===== config.mk =====
export PLATFORM = sky130hd
export DESIGN_NAME = keyboard_scancode_assembler_unit
export DESIGN_NICKNAME = d
export VERILOG_FILES = /design/src/sv/ksa_pkg.sv /design/src/sv/keyboard_scancode_assembler_unit.sv /design/src/sv/ksa_group.sv
export VERILOG_INCLUDE_DIRS = /design/src /design/src/sv
export SDC_FILE = /design/constraint.sdc
export NUM_CORES = 1
export LEC_CHECK = 0
export BUFFER_PORTS_ARGS = -buffer_cell sky130_fd_sc_hd__buf_2
export CAP_MARGIN = 20
export CORE_UTILIZATION = 51
export CTS_BUF_LIST = sky130_fd_sc_hd__clkbuf_8 sky130_fd_sc_hd__clkbuf_16
export DETAILED_ROUTE_END_ITERATION = 10
export HOLD_SLACK_MARGIN = 0.03
export PLACE_DENSITY = 0.78
export SYNTH_ARGS = -nofsm -noshare
export SYNTH_HDL_FRONTEND = slang
export SYNTH_HIERARCHICAL = 1
export SYNTH_SLANG_ARGS = --single-unit

===== constraint.sdc =====
create_clock -name clk -period 4 [get_ports clk]
set_input_delay 0 -clock clk [delete_from_list [all_inputs] [get_ports clk]]
set_output_delay 0 -clock clk [all_outputs]
set_load 0.01 [all_outputs]

===== src/sv/keyboard_scancode_assembler_unit_assert.svh =====
// Assertion macros shared by the scancode assembler RTL.
// Active in simulation; empty when SYNTH is defined.
`ifndef KEYBOARD_SCANCODE_ASSEMBLER_UNIT_ASSERT_SVH
`define KEYBOARD_SCANCODE_ASSEMBLER_UNIT_ASSERT_SVH
`ifndef SYNTH
// Same-cycle implication, disabled during reset
`define KSA_ASSERT_IMPLIES(lbl, clk, rst_n, ante, cons) \
    lbl: assert property (@(posedge clk) disable iff (!rst_n) (ante) |-> (cons)) \
        else $error("scancode assembler check failed");
// Next-cycle implication, disabled during reset
`define KSA_ASSERT_NEXT(lbl, clk, rst_n, ante, cons) \
    lbl: assert property (@(posedge clk) disable iff (!rst_n) (ante) |=> (cons)) \
        else $error("scancode assembler check failed");
`else
`define KSA_ASSERT_IMPLIES(lbl, clk, rst_n, ante, cons)
`define KSA_ASSERT_NEXT(lbl, clk, rst_n, ante, cons)
`endif
`endif


===== src/sv/ksa_pkg.sv =====
// Package for the keyboard scancode assembler: sizes, byte codes, event type.
// No dependencies.
package ksa_pkg;

    // Group buffer depth; the index wraps to zero at this value
    localparam int SEQUENCE_DEPTH = 7;
    localparam int SEQ_IDX_W      = $clog2(SEQUENCE_DEPTH);
    // Only the first six positions are ever looked at
    localparam int SEQ_READ_DEPTH = 6;

    // Byte codes
    localparam logic [7:0] BYTE_NULL     = 8'h00;
    localparam logic [7:0] BYTE_ACK      = 8'hFA;
    localparam logic [7:0] BYTE_RESEND   = 8'hFE;
    localparam logic [7:0] BYTE_ERROR    = 8'hFF;
    localparam logic [7:0] PFX_EXT1      = 8'hE0;
    localparam logic [7:0] PFX_EXT2      = 8'hE1;
    localparam logic [7:0] CODE_BREAK    = 8'hF0;
    localparam logic [7:0] PAUSE_MAKE1   = 8'h1D;
    localparam logic [7:0] PAUSE_MAKE2   = 8'h45;
    localparam logic [7:0] PAUSE_BREAK1  = 8'h9D;
    localparam logic [7:0] PAUSE_BREAK2  = 8'hC5;

    // Prefix kinds
    localparam logic [1:0] KIND_NONE = 2'd0;
    localparam logic [1:0] KIND_E0   = 2'd1;
    localparam logic [1:0] KIND_E1   = 2'd2;

    typedef logic [SEQ_IDX_W-1:0] seq_idx_t;

    // One assembled key event plus its valid flag
    typedef struct packed {
        logic       valid;
        logic [7:0] b0;
        logic [7:0] b1;
        logic [7:0] b2;
        logic [1:0] kind;
    } ksa_event_t;

endpackage


===== src/sv/keyboard_scancode_assembler_unit.sv =====
// A byte waits in the input register until the result register is free.
// Throughput: one byte per cycle while out_stall holds no result; the decode is
// a single pass between the input and result registers, and the index updates in that pass.
// Reset (rst_n low, asynchronous) empties both registers and clears the index.
// Top level of the keyboard scancode assembler; depends on ksa_pkg, ksa_group
// and keyboard_scancode_assembler_unit_assert.svh.
`include "keyboard_scancode_assembler_unit_assert.svh"
module keyboard_scancode_assembler_unit (
    input  logic       clk,
    input  logic       rst_n,
    input  logic       in_valid,
    output logic       in_stall,
    input  logic       batch_start,
    input  logic       from_mouse,
    input  logic [7:0] data_byte,
    output logic       out_valid,
    input  logic       out_stall,
    output logic [7:0] first_byte,
    output logic [7:0] second_byte,
    output logic [7:0] third_byte,
    output logic [1:0] prefix_kind
);
    import ksa_pkg::*;

    logic       s1_valid_reg;
    logic       s1_batch_reg;
    logic       s1_mouse_reg;
    logic [7:0] s1_byte_reg;
    logic       out_valid_reg;
    logic [7:0] b0_reg;
    logic [7:0] b1_reg;
    logic [7:0] b2_reg;
    logic [1:0] kind_reg;

    logic       out_free;
    logic       s1_adv;
    logic       in_accept;
    ksa_event_t evt;

    // Handshake: input stage moves on whenever the result slot is free
    assign out_free  = !out_valid_reg || !out_stall;
    assign s1_adv    = s1_valid_reg && out_free;
    assign in_stall  = s1_valid_reg && !out_free;
    assign in_accept = in_valid && !in_stall;

    ksa_group u_group (
        .clk         (clk),
        .rst_n       (rst_n),
        .step        (s1_adv),
        .batch_start (s1_batch_reg),
        .from_mouse  (s1_mouse_reg),
        .data_byte   (s1_byte_reg),
        .evt         (evt)
    );

    // Valid flags
    always_ff @(posedge clk or negedge rst_n)
    begin
        if (!rst_n)
        begin
            s1_valid_reg  <= 1'b0;
            out_valid_reg <= 1'b0;
        end
        else
        begin
            if (in_accept)
            begin
                s1_valid_reg <= 1'b1;
            end
            else if (s1_adv)
            begin
                s1_valid_reg <= 1'b0;
            end
            if (s1_adv)
            begin
                out_valid_reg <= evt.valid;
            end
            else if (out_valid_reg && !out_stall)
            begin
                out_valid_reg <= 1'b0;
            end
        end
    end

    // Input item and result payload
    always_ff @(posedge clk)
    begin
        if (in_accept)
        begin
            s1_batch_reg <= batch_start;
            s1_mouse_reg <= from_mouse;
            s1_byte_reg  <= data_byte;
        end
        if (s1_adv && evt.valid)
        begin
            b0_reg   <= evt.b0;
            b1_reg   <= evt.b1;
            b2_reg   <= evt.b2;
            kind_reg <= evt.kind;
        end
    end

    assign out_valid   = out_valid_reg;
    assign first_byte  = b0_reg;
    assign second_byte = b1_reg;
    assign third_byte  = b2_reg;
    assign prefix_kind = kind_reg;

    // Checks
    `KSA_ASSERT_IMPLIES(a_stall_cause, clk, rst_n, in_stall, s1_valid_reg && out_valid_reg && out_stall)
    `KSA_ASSERT_IMPLIES(a_kind_range, clk, rst_n, out_valid_reg, kind_reg != 2'd3)
    `KSA_ASSERT_IMPLIES(a_plain_zero, clk, rst_n, out_valid_reg && kind_reg == KIND_NONE, b1_reg == 8'h00 && b2_reg == 8'h00)
    `KSA_ASSERT_IMPLIES(a_e0_head, clk, rst_n, out_valid_reg && kind_reg == KIND_E0, b0_reg == PFX_EXT1)

endmodule


===== src/sv/ksa_group.sv =====
// Grouping core: holds the byte group and its index, decodes one byte per step.
// Depends on ksa_pkg.
module ksa_group (
    input  logic                clk,
    input  logic                rst_n,
    input  logic                step,
    input  logic                batch_start,
    input  logic                from_mouse,
    input  logic [7:0]          data_byte,
    output ksa_pkg::ksa_event_t evt
);
    import ksa_pkg::*;

    logic [7:0] seq_reg [SEQ_READ_DEPTH];
    seq_idx_t   idx_reg;
    seq_idx_t   idx_next;

    seq_idx_t           idx_eff;
    logic               drop;
    logic               done;
    logic [7:0]         cur [SEQ_READ_DEPTH];
    logic [7:0]         head;
    logic [SEQ_IDX_W:0] idx_inc;

    // Effective index and bytes that restart grouping
    always_comb
    begin
        idx_eff = batch_start ? '0 : idx_reg;
        if ({1'b0, idx_eff} >= (SEQ_IDX_W+1)'(SEQUENCE_DEPTH))
        begin
            idx_eff = '0;
        end
        drop = from_mouse || (data_byte == BYTE_NULL) || (data_byte == BYTE_ACK) ||
               (data_byte == BYTE_RESEND) || (data_byte == BYTE_ERROR);
    end

    // Group contents with the new byte merged in
    always_comb
    begin
        for (int k = 0; k < SEQ_READ_DEPTH; k++)
        begin
            cur[k] = (idx_eff == SEQ_IDX_W'(k)) ? data_byte : seq_reg[k];
        end
        head = cur[0];
    end

    // Event decode and next index
    always_comb
    begin
        evt  = '0;
        done = 1'b0;
        if (head == PFX_EXT1)
        begin
            if (idx_eff == SEQ_IDX_W'(1))
            begin
                if (cur[1] != CODE_BREAK)
                begin
                    evt  = '{valid: 1'b1, b0: head, b1: cur[1], b2: 8'h00, kind: KIND_E0};
                    done = 1'b1;
                end
            end
            else if (idx_eff == SEQ_IDX_W'(2))
            begin
                if (cur[1] == CODE_BREAK)
                begin
                    evt = '{valid: 1'b1, b0: head, b1: cur[1], b2: cur[2], kind: KIND_E0};
                end
                done = 1'b1;
            end
        end
        else if (head == PFX_EXT2)
        begin
            if (idx_eff == SEQ_IDX_W'(2))
            begin
                evt = '{valid: 1'b1, b0: head, b1: cur[1], b2: cur[2], kind: KIND_E1};
                done = (cur[2] != PAUSE_MAKE2);
            end
            else if (idx_eff == SEQ_IDX_W'(5))
            begin
                // Pause release tail ends on C5, matching or not
                if (cur[5] == PAUSE_BREAK2)
                begin
                    if (cur[3] == PFX_EXT2 && cur[4] == PAUSE_BREAK1)
                    begin
                        evt = '{valid: 1'b1, b0: cur[3], b1: cur[4], b2: cur[5],
                                kind: KIND_E1};
                    end
                    done = 1'b1;
                end
            end
        end
        else
        begin
            if (idx_eff == '0)
            begin
                evt = '{valid: 1'b1, b0: head, b1: 8'h00, b2: 8'h00, kind: KIND_NONE};
            end
            done = 1'b1;
        end

        idx_inc = {1'b0, idx_eff} + (SEQ_IDX_W+1)'(1);
        if (done || idx_inc >= (SEQ_IDX_W+1)'(SEQUENCE_DEPTH))
        begin
            idx_next = '0;
        end
        else
        begin
            idx_next = idx_inc[SEQ_IDX_W-1:0];
        end

        // Ignored bytes give nothing and restart grouping
        if (drop)
        begin
            evt      = '0;
            idx_next = '0;
        end
    end

    // Sequence index
    always_ff @(posedge clk or negedge rst_n)
    begin
        if (!rst_n)
        begin
            idx_reg <= '0;
        end
        else if (step)
        begin
            idx_reg <= idx_next;
        end
    end

    // Group bytes; undefined until written
    always_ff @(posedge clk)
    begin
        for (int k = 0; k < SEQ_READ_DEPTH; k++)
        begin
            if (step && !drop && idx_eff == SEQ_IDX_W'(k))
            begin
                seq_reg[k] <= data_byte;
            end
        end
    end

endmodule


==> summary.md, run 1 <==
| Metric | Value |
|---|---|
| Status | `complete, no violations` |
| Layout Nets | `329` |
| Clock Path Buffers | `2` |
| Worst Hold Class | `primary input to flip-flop` |
| GRT overflow | `0` |
| Register Area | `0.002167 mm^2` |
| Setup CP Type | `flip-flop to flip-flop` |
| Main flop type after synthesis | `edfxtp_1` |
| R2R depth | `11` |
| Final std cells w/o fill | `392` |
| Post-DP HPWL | `4894 um` |
| Min Tclk post-route | `3.624 ns` |
| Most common cell after layout, fill and taps aside | `edfxtp_1` |
| Vias per cell | `5.972` |
| FF+latch count, synth | `73` |
| Most frequent cells in the layout | `68 x edfxtp_1, 41 x buf_2, 15 x and2_1, 15 x dlygate4sd3_1, 13 x nand2_1` |
| Vias in the first global route | `2177` |
| RSZ-0062 raised after global routing | `no` |
| Main combinational cell family by area after synthesis | `simple AND/OR/NAND/NOR gates` |
| Peak supply drop | `0.2279 mV` |
| Mux share of post-synthesis cell area | `1.548%` |
| Relative slew margins | `38.27%` |
| Max reg flops | `32` |
| Setup TNS | `0 ns` |
| Global router's overall resource usage | `22.84%` |
| Clock slew at reported path FFs | `0.08 ns` |
| Ports | `42` |
| Largest net degree at the start of global routing | `27` |
| Antenna Violating Nets Remaining | `0` |
| CP Max Fanout | `26` |
| Post-synthesis sequential area ratio | `65.38%` |
| Die area | `0.006825 mm^2` |
| Share of layout cells above drive strength 1 | `22.54%` |
| Async SR Flop Fraction | `6.849%` |
| Area growth, synth to finish | `18.27%` |
| DIE WIDTH | `82.62 um` |
| Setup Fix Bufs, Post-CTS | `0` |
| Final period util | `90.60%` |
| Final hold violations | `0` |
| Pleak | `1.473 nW` |
| Multi-input gate area | `0.001071 mm^2` |
| Sink Count | `73` |
| Compound-Gate Fraction of Synth Area | `12.95%` |
| Post-synthesis cell area | `0.003314 mm^2` |
| # H-tree levels | `3` |
| Clk Latency, worst-skew pair | `0.34 ns` |
| Adder-cell share of the synthesized area | `1.888%` |
| Final setup viols | `0` |
| Max Slew Vio Count | `0` |
| DRC | `0` |
| CP Capture Type | `flip-flop` |
| Hold Crit Depth | `2` |
| Ant diodes | `0` |
| DR vias | `2341` |
| Initial antenna violation count | `0` |
| Synth Area in XOR/XNOR | `0%` |
| Final WL | `7211 um` |
| Clock root buffer | `clkbuf_8` |
| Gpl congestion | `0.9591` |
| Rows | `29` |
| Slowest-stage cell, CP | `mux2i_1` |
| Clock skew | `0.009338 ns` |
| Mapped Nets | `266` |
| Synth Warn # | `6` |
| Netlist cell types | `54` |
| Wirelength per Cell | `18.40 um` |
| Cell mode on critical path | `inv_1` |
| # placed instances | `361` |
| Fillers | `504` |
| Drt pass-1 iters | `5` |
| CTS tree | `yes` |
| Pwr Density | `376.4 mW/mm^2` |
| Simple-Gate Fraction of Synth Area | `15.82%` |
| First-pass GRT wire length | `10740 um` |
| CTS Buf Count | `9` |
| CP Launch Type | `flip-flop` |
| Maxcap violations | `0` |
| Synthesized area per cell | `13.42 um^2` |
| F_max | `0.2759 GHz` |
| Measured slew at the worst slew-check pin | `0.9198 ns` |
| Post-Synthesis Cells | `247` |
| Critical Path RT | `4.01 ns` |
| PortBufs | `41` |
| Initial DRC count | `184` |
| Initial core utilization | `52.50%` |
| Crit-path max cell delay | `0.55 ns` |
| Chip height | `82.62 um` |
| Critical path arrival | `3.63 ns` |
| Cells along the critical path | `inv_1, a211oi_1, inv_1, ha_1, a21boi_4, mux2i_1, o2111ai_1, nand3_1, nand2_1, a21oi_2, buf_4` |
| Core area | `0.006314 mm^2` |
| EDFF count, synth | `68` |
==> cell usage after synthesis, drive strengths merged, types with 2 or more instances <==
master	instances	area, um^2
a211oi	2	15.01
a21oi	12	60.06
a41oi	3	26.28
and2	15	93.84
and3	7	43.79
buf	5	31.28
dfrtp	5	125.1
edfxtp	68	2042
ha	5	62.56
inv	12	45.04
mux2i	4	40.04
nand2	14	55.06
nand2b	5	31.28
nand3	14	87.59
nand4	4	25.02
nor2	13	51.30
nor2b	4	25.02
nor3	4	20.02
nor4b	3	26.28
o2111ai	3	26.28
o211ai	2	15.01
o21ai	11	58.80
o221ai	2	17.52
o22a	3	26.28
o22ai	4	25.02
o31ai	2	28.78
or2	2	12.51
==> layer usage <==
layer / up-vias / share of wire [%] / GRT usage [%]
met2: 131 / 48 / 36.53
met1: 1116 / 42 / 28.46
met4: 0 / 3.1 / 13.79
met3: 20 / 6.9 / 4.835
met5: - / 0 / 0
li1: 1074 / - / -
==> power breakdown <==
group	switching, W	total, W	internal, W
clock network	0.000264	0.000488	0.000223
logic	0.0000540	0.0000937	0.0000397
registers	0.0000258	0.000894	0.000868
total	0.000344	0.00148	0.00113
==> stage by stage <==
stage | power [W] | instance area (um^2) | hold WS, ns | setup slack, ns | utilization, %
after detailed placement | 0.0009923 | 3600 | -0.1761 | 0.5030 | 57.02
after global routing | 0.001526 | 3920 | 0.3538 | 0.1280 | 62.09
after global placement | 0.0009889 | 3600 | -0.1774 | 0.6583 | 57.02
after floorplan | 0.0009485 | 3314 | -0.2956 | 0.04505 | -
final | 0.001475 | 3920 | 0.3720 | 0.3758 | 62.09
after CTS | 0.001484 | 3920 | 0.3479 | 0.4697 | 62.09
==> worst paths after layout <==
| check | start | endpoint | slack [ns] |
|---|---|---|---|
| min in group asynchronous | rst_n | s1_valid_reg | 0.58 |
| worst min-delay path | from_mouse | s1_mouse_reg | 0.37 |
| worst max register to register | u_group/idx_reg[0] | first_byte[6] | 0.38 |
| worst min register to register | s1_valid_reg | out_valid | 0.58 |
| max in group asynchronous | rst_n | u_group/idx_reg[2] | 3.22 |
| worst max-delay path | u_group/idx_reg[0] | first_byte[6] | 0.38 |
==> cell families (layout without fill, tap and decap cells) <==
kind of cell	count (synthesis)	count (layout)
compound gates	55	55
fa+ha+maj	5	5
buf+inv	18	86
flops	73	73
mux	5	5
simple gates	91	91
==> what timing repair did <==
action	in CTS	in global routing
resized for setup	0	0
hold buffers	15	0
endpoints found under the hold margin	17	0
==> worst max-delay path, delay by kind of cell, from the launching register on <==
kind | cells | cell delay [ns]
buffers and inverters | 3 | 0.51
adder cells (fa/ha/maj) | 1 | 0.26
AO/OA/AOI/OAI | 4 | 1.26
flip-flops | 1 | 0.38
multiplexers | 1 | 0.55
AND/OR/NAND/NOR | 2 | 0.32
==> cell type report <==
type	instances	area share (%)
clock buffer	9	3.160
clock inverter	7	1.181
inverter	12	1.149
multi-input combinational	156	27.32
sequential	73	55.28
tap	77	2.458
timing repair buffer	58	9.448
Note: power is estimated with default switching activity, not from simulation.
==> run 2, diff against run 1 <==
--- a/config.mk
+++ b/config.mk
@@ -8,11 +8,11 @@
 export LEC_CHECK = 0
 export BUFFER_PORTS_ARGS = -buffer_cell sky130_fd_sc_hd__buf_2
 export CAP_MARGIN = 20
-export CORE_UTILIZATION = 51
+export CORE_UTILIZATION = 54
 export CTS_BUF_LIST = sky130_fd_sc_hd__clkbuf_8 sky130_fd_sc_hd__clkbuf_16
 export DETAILED_ROUTE_END_ITERATION = 10
 export HOLD_SLACK_MARGIN = 0.03
-export PLACE_DENSITY = 0.78
+export PLACE_DENSITY = 0.79
 export SYNTH_ARGS = -nofsm -noshare
 export SYNTH_HDL_FRONTEND = slang
 export SYNTH_HIERARCHICAL = 1
==> constraint.sdc (replaced) <==
create_clock -name clk -period 3.4 [get_ports clk]
set_input_delay 0 -clock clk [delete_from_list [all_inputs] [get_ports clk]]
set_output_delay 0 -clock clk [all_outputs]
set_load 0.01 [all_outputs]
==> run 2 against run 1 <==
- worst hold slack got worse by 0.019 ns
- critical path depth grew 1
- flip-flop and latch count is the same
- non-clock buffer count increased by 9
- via count increased by 1.1%
- combinational power rose by 22%
- register-to-register slack worse by 0.12 ns
- setup slack worse by 0.12 ns
- global-route usage rose by 2.6 points
- critical endpoint is now first_byte[1]
==> summary.md, run 2 (synthesis gave the netlist of run 1 again) <==
| Metric | Value |
|---|---|
| DIE WIDTH | `80.35 um (-2.7%)` |
| R2R depth | `12 (+1)` |
| Gpl congestion | `0.9185 (-4.2%)` |
| Most common cell after layout, fill and taps aside | `edfxtp_1` |
| Setup WS pre-CTS | `0.2893 ns (-0.2137 ns)` |
| Worst Hold Class | `primary input to flip-flop` |
| Worst R2R End | `first_byte[1]` |
| Die area | `0.006455 mm^2 (-5.4%)` |
| DRC | `0 (unchanged)` |
| Slowest-stage cell, CP | `edfxtp_1` |
| Register Area | `0.002167 mm^2 (unchanged)` |
| Most frequent cells in the layout | `68 x edfxtp_1, 41 x buf_2, 15 x and2_1, 15 x dlygate4sd3_1, 13 x nand2_1` |
| Cells along the critical path | `nand2b_1, nor2_2, inv_1, ha_1, nor4b_1, nand4_1, o31ai_4, nand2_2, nand3_1, nand2_1, a21oi_2, buf_4` |
| PortBufs | `41 (unchanged)` |
| Pleak | `1.513 nW (+2.7%)` |
| Crit-path max cell delay | `0.42 ns (-0.13 ns)` |
| Fillers | `429 (-15%)` |
| Ports | `42 (unchanged)` |
| Global router's overall resource usage | `25.40% (+2.6 points)` |
| Antenna Violating Nets Remaining | `0 (unchanged)` |
| Critical Path RT | `3.43 ns (-0.58 ns)` |
| Clock slew at reported path FFs | `0.08 ns (about the same)` |
| Clock root buffer | `clkbuf_8` |
| Final setup viols | `0 (unchanged)` |
| Max Slew Vio Count | `0 (unchanged)` |
| CTS Buf Count | `9 (unchanged)` |
| Post-DP HPWL | `5259 um (+7.5%)` |
| Multi-input gate area | `0.001071 mm^2 (unchanged)` |
| Initial DRC count | `204 (+11%)` |
| Rows | `28 (-3.4%)` |
| DR vias | `2366 (+1.1%)` |
| Critical path arrival | `3.17 ns (-0.46 ns)` |
| Clock Path Buffers | `2 (unchanged)` |
| Peak supply drop | `0.3428 mV (+50%)` |
| CP Launch Type | `flip-flop` |
| Setup CP Type | `flip-flop to flip-flop` |
| Hold Crit Depth | `2 (unchanged)` |
| Post-DP Area | `0.003665 mm^2 (+1.8%)` |
| Power share of the clock group | `33.4% (+0.4 points)` |
| Final WL | `7479 um (+3.7%)` |
| Max reg flops | `32 (unchanged)` |
| Initial core utilization | `55.98% (+3.5 points)` |
| Measured slew at the worst slew-check pin | `0.7214 ns (-0.1984 ns)` |
| Pwr Density | `438.7 mW/mm^2 (+17%)` |
| NetSw | `0.0004148 W (+21%)` |
| Relative slew margins | `51.73% (+13 points)` |
| Reg2reg setup slack | `0.26 ns (-0.12 ns)` |
| Post-route cell area | `0.003984 mm^2 (+1.6%)` |
| CP Capture Type | `flip-flop` |
| Share of layout cells above drive strength 1 | `24.77% (+2.2 points)` |
| Initial antenna violation count | `0 (unchanged)` |
| Drt pass-1 iters | `5 (unchanged)` |
| Status | `complete, no violations` |
| Min Tclk post-route | `3.140 ns (-0.4842 ns)` |
| Final period util | `92.35% (+1.7 points)` |
| CP Max Fanout | `26 (unchanged)` |
| Chip height | `80.35 um (-2.7%)` |
| Worst r2r src | `s1_batch_reg` |
| Area growth, synth to finish | `20.20%` |
| Final hold violations | `0 (unchanged)` |
| Core area | `0.005921 mm^2 (-6.2%)` |
| Hold Path Origin | `from_mouse` |
| Internal power | `0.001333 W (+18%)` |
| Final core occ | `67.29% (+5.2 points)` |
| First-pass GRT wire length | `11410 um (+6.3%)` |
| Comb pwr share | `6.5% (about the same)` |
| F_max | `0.3185 GHz (+15%)` |
| # H-tree levels | `3 (unchanged)` |
| Clock skew | `0.01177 ns (+0.002433 ns)` |
| RSZ-0062 raised after global routing | `no` |
| Largest net degree at the start of global routing | `27 (unchanged)` |
| Ant diodes | `0 (unchanged)` |
| Sequential power share | `60.1% (-0.5 points)` |
| Vias in the first global route | `2255 (+3.6%)` |
| PnR worst setup slack | `0.2600 ns (-0.1158 ns)` |
| Setup TNS | `0 ns (unchanged)` |
| Sw Share | `23.73% (+0.41 points)` |
| Layout Nets | `338 (+2.7%)` |
| Final hold slack | `0.3530 ns (-0.01900 ns)` |
| Sink Count | `73 (unchanged)` |
| GRT overflow | `0 (unchanged)` |
| Clk Latency, worst-skew pair | `0.36 ns (+0.02 ns)` |
| Wirelength per Cell | `18.79 um (+2.2%)` |
| Maxcap violations | `0 (unchanged)` |
| CTS tree | `yes` |
| WHS Endpoint | `s1_mouse_reg` |
| Vias per cell | `5.945 (-0.46%)` |
[run 2: layer usage]
layer	global-route usage, %	up-vias	wire [um]
li1	-	1101	-
met1	32.64	1120	3149
met2	39.49	122	3564
met3	5.568	23	512
met4	15.00	0	252
met5	0	-	0
[run 2: power groups by stage]
| stage | Clock, W | Sequential [W] | Combinational (W) |
|---|---|---|---|
| detailed placement | 0 | 0.00107 | 0.000100 |
| CTS | 0.000593 | 0.00105 | 0.000114 |
| global route | 0.000623 | 0.00106 | 0.000125 |
| global placement | 0 | 0.00107 | 0.0000978 |
| finish | 0.000583 | 0.00105 | 0.000114 |
| floorplan | 0 | 0.00107 | 0.0000472 |
[run 2: through the flow]
stage | power (W) | instances
floorplan | 0.001116 | 247
global placement | 0.001167 | 368
detailed placement | 0.001171 | 368
CTS | 0.001758 | 398
global route | 0.001803 | 398
finish | 0.001748 | 398
[run 2: how the worst max path moves through the flow]
stage,startpoint,endpoint,slack [ns]
final,s1_batch_reg,first_byte[1],0.26
after global routing,s1_batch_reg,first_byte[1],0.01
after CTS,s1_batch_reg,first_byte[1],0.27
after detailed placement,s1_batch_reg,third_byte[2],0.29
after global placement,s1_batch_reg,third_byte[1],0.49
after floorplan,u_group/idx_reg[1],first_byte[0],0.02
[run 2: final cells by class]
cell class,count,share of cell area (%)
sequential,73,54.40
multi-input combinational,156,26.88
timing repair buffer,67,10.99
clock buffer,9,3.109
tap,75,2.356
clock inverter,6,1.131
inverter,12,1.131
[run 2: worst max-delay path: cells and delay by family (launching register included)]
kind / cells / cell delay (ns)
AO/OA/AOI/OAI: 2 / 0.42
adder cells (fa/ha/maj): 1 / 0.20
buffers and inverters: 2 / 0.40
flip-flops: 1 / 0.42
AND/OR/NAND/NOR: 7 / 1.37
[run 2: what timing repair did]
item,CTS,global route
buffers inserted,0,0
hold endpoints to repair,17,0
resized for setup,0,0
hold buffers,15,0
==> run 3, diff against run 2 <==
--- a/config.mk
+++ b/config.mk
@@ -8,11 +8,11 @@
 export LEC_CHECK = 0
 export BUFFER_PORTS_ARGS = -buffer_cell sky130_fd_sc_hd__buf_2
 export CAP_MARGIN = 20
-export CORE_UTILIZATION = 54
+export CORE_UTILIZATION = 51
 export CTS_BUF_LIST = sky130_fd_sc_hd__clkbuf_8 sky130_fd_sc_hd__clkbuf_16
 export DETAILED_ROUTE_END_ITERATION = 10
 export HOLD_SLACK_MARGIN = 0.03
-export PLACE_DENSITY = 0.79
+export PLACE_DENSITY = 0.78
 export SYNTH_ARGS = -nofsm -noshare
 export SYNTH_HDL_FRONTEND = slang
 export SYNTH_HIERARCHICAL = 1
==> constraint.sdc (replaced) <==
create_clock -name clk -period 2.6 [get_ports clk]
set_input_delay 0 -clock clk [delete_from_list [all_inputs] [get_ports clk]]
set_output_delay 0 -clock clk [all_outputs]
set_load 0.01 [all_outputs]
==> run 3 against run 2 <==
- the flow now finishes with violations (negative setup slack)
- flip-flop and latch count did not move
- non-clock buffer count is 30 higher
- wire length increased by 13%
- total power is 35% higher
- sequential power is 30% higher
- via count up 8.6%
- combinational power is 88% higher
- critical path type unchanged
- largest cell class unchanged
- largest power group unchanged
==> summary.md, run 3 (synthesis gave the netlist of run 1 again) <==
| Metric | Value |
|---|---|
| Worst path depth | `12 (unchanged)` |
| Clock Path Buffers | `2 (unchanged)` |
| PortBufs | `41 (unchanged)` |
| Slowest-stage cell, CP | `edfxtp_1` |
| Largest net degree at the start of global routing | `14 (-48%)` |
| Largest delay share family, worst path | `compound AO/OA/AOI/OAI gates` |
| Maxcap violations | `0 (unchanged)` |
| Pleak | `1.712 nW (+13%)` |
| Layout Nets | `368 (+8.9%)` |
| GR Util met2 | `44.96% (+5.5 points)` |
| First-pass GRT wire length | `12610 um (+11%)` |
| R2R depth | `12 (unchanged)` |
| Fillers | `444 (+3.5%)` |
| Most frequent cells in the layout | `68 x edfxtp_1, 41 x buf_2, 37 x buf_4` |
| DRC | `0 (unchanged)` |
| WP buf/inv | `3 (+1)` |
| CP startpoint | `s1_batch_reg` |
| Setup CP Type | `flip-flop to flip-flop` |
| Most common cell after layout, fill and taps aside | `edfxtp_1` |
| Max reg flops | `32 (unchanged)` |
| Met3 usage | `5.604% (+0.036 points)` |
| Vias per cell | `5.961 (+0.27%)` |
| Final hold violations | `0 (unchanged)` |
| Worst R2R End | `third_byte[0]` |
| Rows | `29 (+3.6%)` |
| Chip height | `82.62 um (+2.8%)` |
| DIE WIDTH | `82.62 um (+2.8%)` |
| CP Max Fanout | `13 (-50%)` |
| GRT met1 Usage | `31.08% (-1.6 points)` |
| CTS Buf Count | `9 (unchanged)` |
| Global router's overall resource usage | `26.80% (+1.4 points)` |
| Crit-path max cell delay | `0.51 ns (+0.09 ns)` |
| Clock slew at reported path FFs | `0.08 ns (about the same)` |
| Peak supply drop | `0.4073 mV (+19%)` |
| Ports | `42 (unchanged)` |
| Area growth, synth to finish | `33.22%` |
| RSZ-0062 raised after global routing | `yes` |
| Final period util | `107.5% (+15 points)` |
| CTS tree | `yes` |
| Reg2reg setup slack | `-0.19 ns (-0.45 ns)` |
| Max Slew Vio Count | `0 (unchanged)` |
| Worst Hold Class | `primary input to flip-flop` |
| Drt pass-1 iters | `5 (unchanged)` |
| Initial antenna violation count | `0 (unchanged)` |
| CP Capture Type | `flip-flop` |
| PnR worst setup slack | `-0.1950 ns (-0.4550 ns)` |
| Cell mode on critical path | `nand2_2` |
| Wirelength per Cell | `19.58 um (+4.2%)` |
| Measured slew at the worst slew-check pin | `0.5206 ns (-0.2008 ns)` |
| Clk Latency, worst-skew pair | `0.36 ns (about the same)` |
| Sink Count | `73 (unchanged)` |
| Min Tclk post-route | `2.795 ns (-0.3450 ns)` |
| Pwr Density | `534.7 mW/mm^2 (+22%)` |
| Status | `finished, violations left` |
| # H-tree levels | `3 (unchanged)` |
| Clock skew | `0.007908 ns (-0.003862 ns)` |
| Clock root buffer | `clkbuf_8` |
| Setup TNS | `-4.697 ns (-4.697 ns)` |
| DR vias | `2569 (+8.6%)` |
| Initial core utilization | `52.50% (-3.5 points)` |
| Final setup viols | `26 (+26)` |
| F_max | `0.3578 GHz (+12%)` |
| Grt peak-use layer | `met2` |
| Share of layout cells above drive strength 1 | `37.57% (+13 points)` |
| Overall power | `0.002361 W (+35%)` |
| Final WL | `8441 um (+13%)` |
| CP Launch Type | `flip-flop` |
| Worst r2r src | `s1_batch_reg` |
| Crit path to | `third_byte[0]` |
| Failing checks | `negative setup slack` |
| Core area | `0.006314 mm^2 (+6.6%)` |
| Critical Path RT | `2.68 ns (-0.75 ns)` |
| Critical path arrival | `2.87 ns (-0.30 ns)` |
| Cells along the critical path | `a211oi_4, inv_2, ha_4, nand3_4, mux2_4, o31ai_4, nand2_2, nand3_2, nand2_2, a21oi_4, buf_12, buf_16` |
| Antenna Violating Nets Remaining | `0 (unchanged)` |
| GRT overflow | `0 (unchanged)` |
| Vias in the first global route | `2491 (+10%)` |
| Initial DRC count | `192 (-5.9%)` |
| Gpl congestion | `0.8747 (-4.8%)` |
| Die area | `0.006825 mm^2 (+5.7%)` |
| Relative slew margins | `65.29% (+14 points)` |
| Post-DP HPWL | `5583 um (+6.2%)` |
| Ant diodes | `0 (unchanged)` |
## run 3: cell count changes in the layout (fill, tap and decap cells not counted), sizes merged
cell,before,now
clkinv,2,4
buf,52,82
clkinvlp,3,2
## run 3: power breakdown
group	internal [W]	switching [W]	leakage, nW
registers	0.00134	0.0000304	0.697
logic	0.000103	0.000111	0.931
clock network	0.000344	0.000438	0.0830
total	0.00178	0.000579	1.71
## run 3: per-layer routing
| layer | wire, um | up-vias | part of all wire, % |
|---|---|---|---|
| met5 | 0 | - | 0 |
| met3 | 540 | 35 | 6.4 |
| met2 | 4184 | 146 | 50 |
| li1 | - | 1156 | - |
| met1 | 3308 | 1232 | 39 |
| met4 | 408 | 0 | 4.8 |
## run 3: cell type report
type,count,area (um^2),share of cell area (%)
clock buffer,9,123.9,2.805
clock inverter,7,46.29,1.048
multi-input combinational,156,1205,27.29
sequential,73,2171,49.16
timing repair buffer,97,728.2,16.49
inverter,12,45.04,1.020
tap,77,96.34,2.182
## run 3: how the worst min path moves through the flow
stage	endpoint	cells past startpoint	startpoint
finish	s1_byte_reg[2]	2	data_byte[2]
global route	s1_byte_reg[6]	2	data_byte[6]
CTS	s1_byte_reg[4]	2	data_byte[4]
detailed placement	out_valid	1	rst_n
global placement	out_valid	1	rst_n
floorplan	out_valid	0	rst_n
## run 3: per-stage QoR
stage,cells,setup slack (ns),cell area (um^2),util [%],hold slack (ns)
final,431,-0.1950,4415,69.94,0.3502
after detailed placement,390,-0.2541,3885,61.53,-0.1771
after CTS,433,-0.1114,4383,69.42,0.3425
after global placement,390,0.03480,3885,61.53,-0.1795
after floorplan,247,-0.3943,3373,-,-0.2956
after global routing,431,-0.2752,4415,69.94,0.3518
## run 3: worst reg2reg max path, stage by stage, from the launching register on
cell,delay [ns]
edfxtp_1,0.51
a211oi_4,0.35
inv_2,0.11
ha_4,0.20
nand3_4,0.06
mux2_4,0.32
o31ai_4,0.25
nand2_2,0.11
nand3_2,0.09
nand2_2,0.08
a21oi_4,0.16
buf_12,0.14
buf_16,0.14
## run 3: repair_timing
action | CTS | global route
cloned | 2 | 0
pin swaps | 3 | 4
buffers inserted | 10 | 2
hold buffers | 15 | 0
hold endpoints to repair | 17 | 0
gates resized for setup | 12 | 13
setup endpoints to repair | 40 | 49
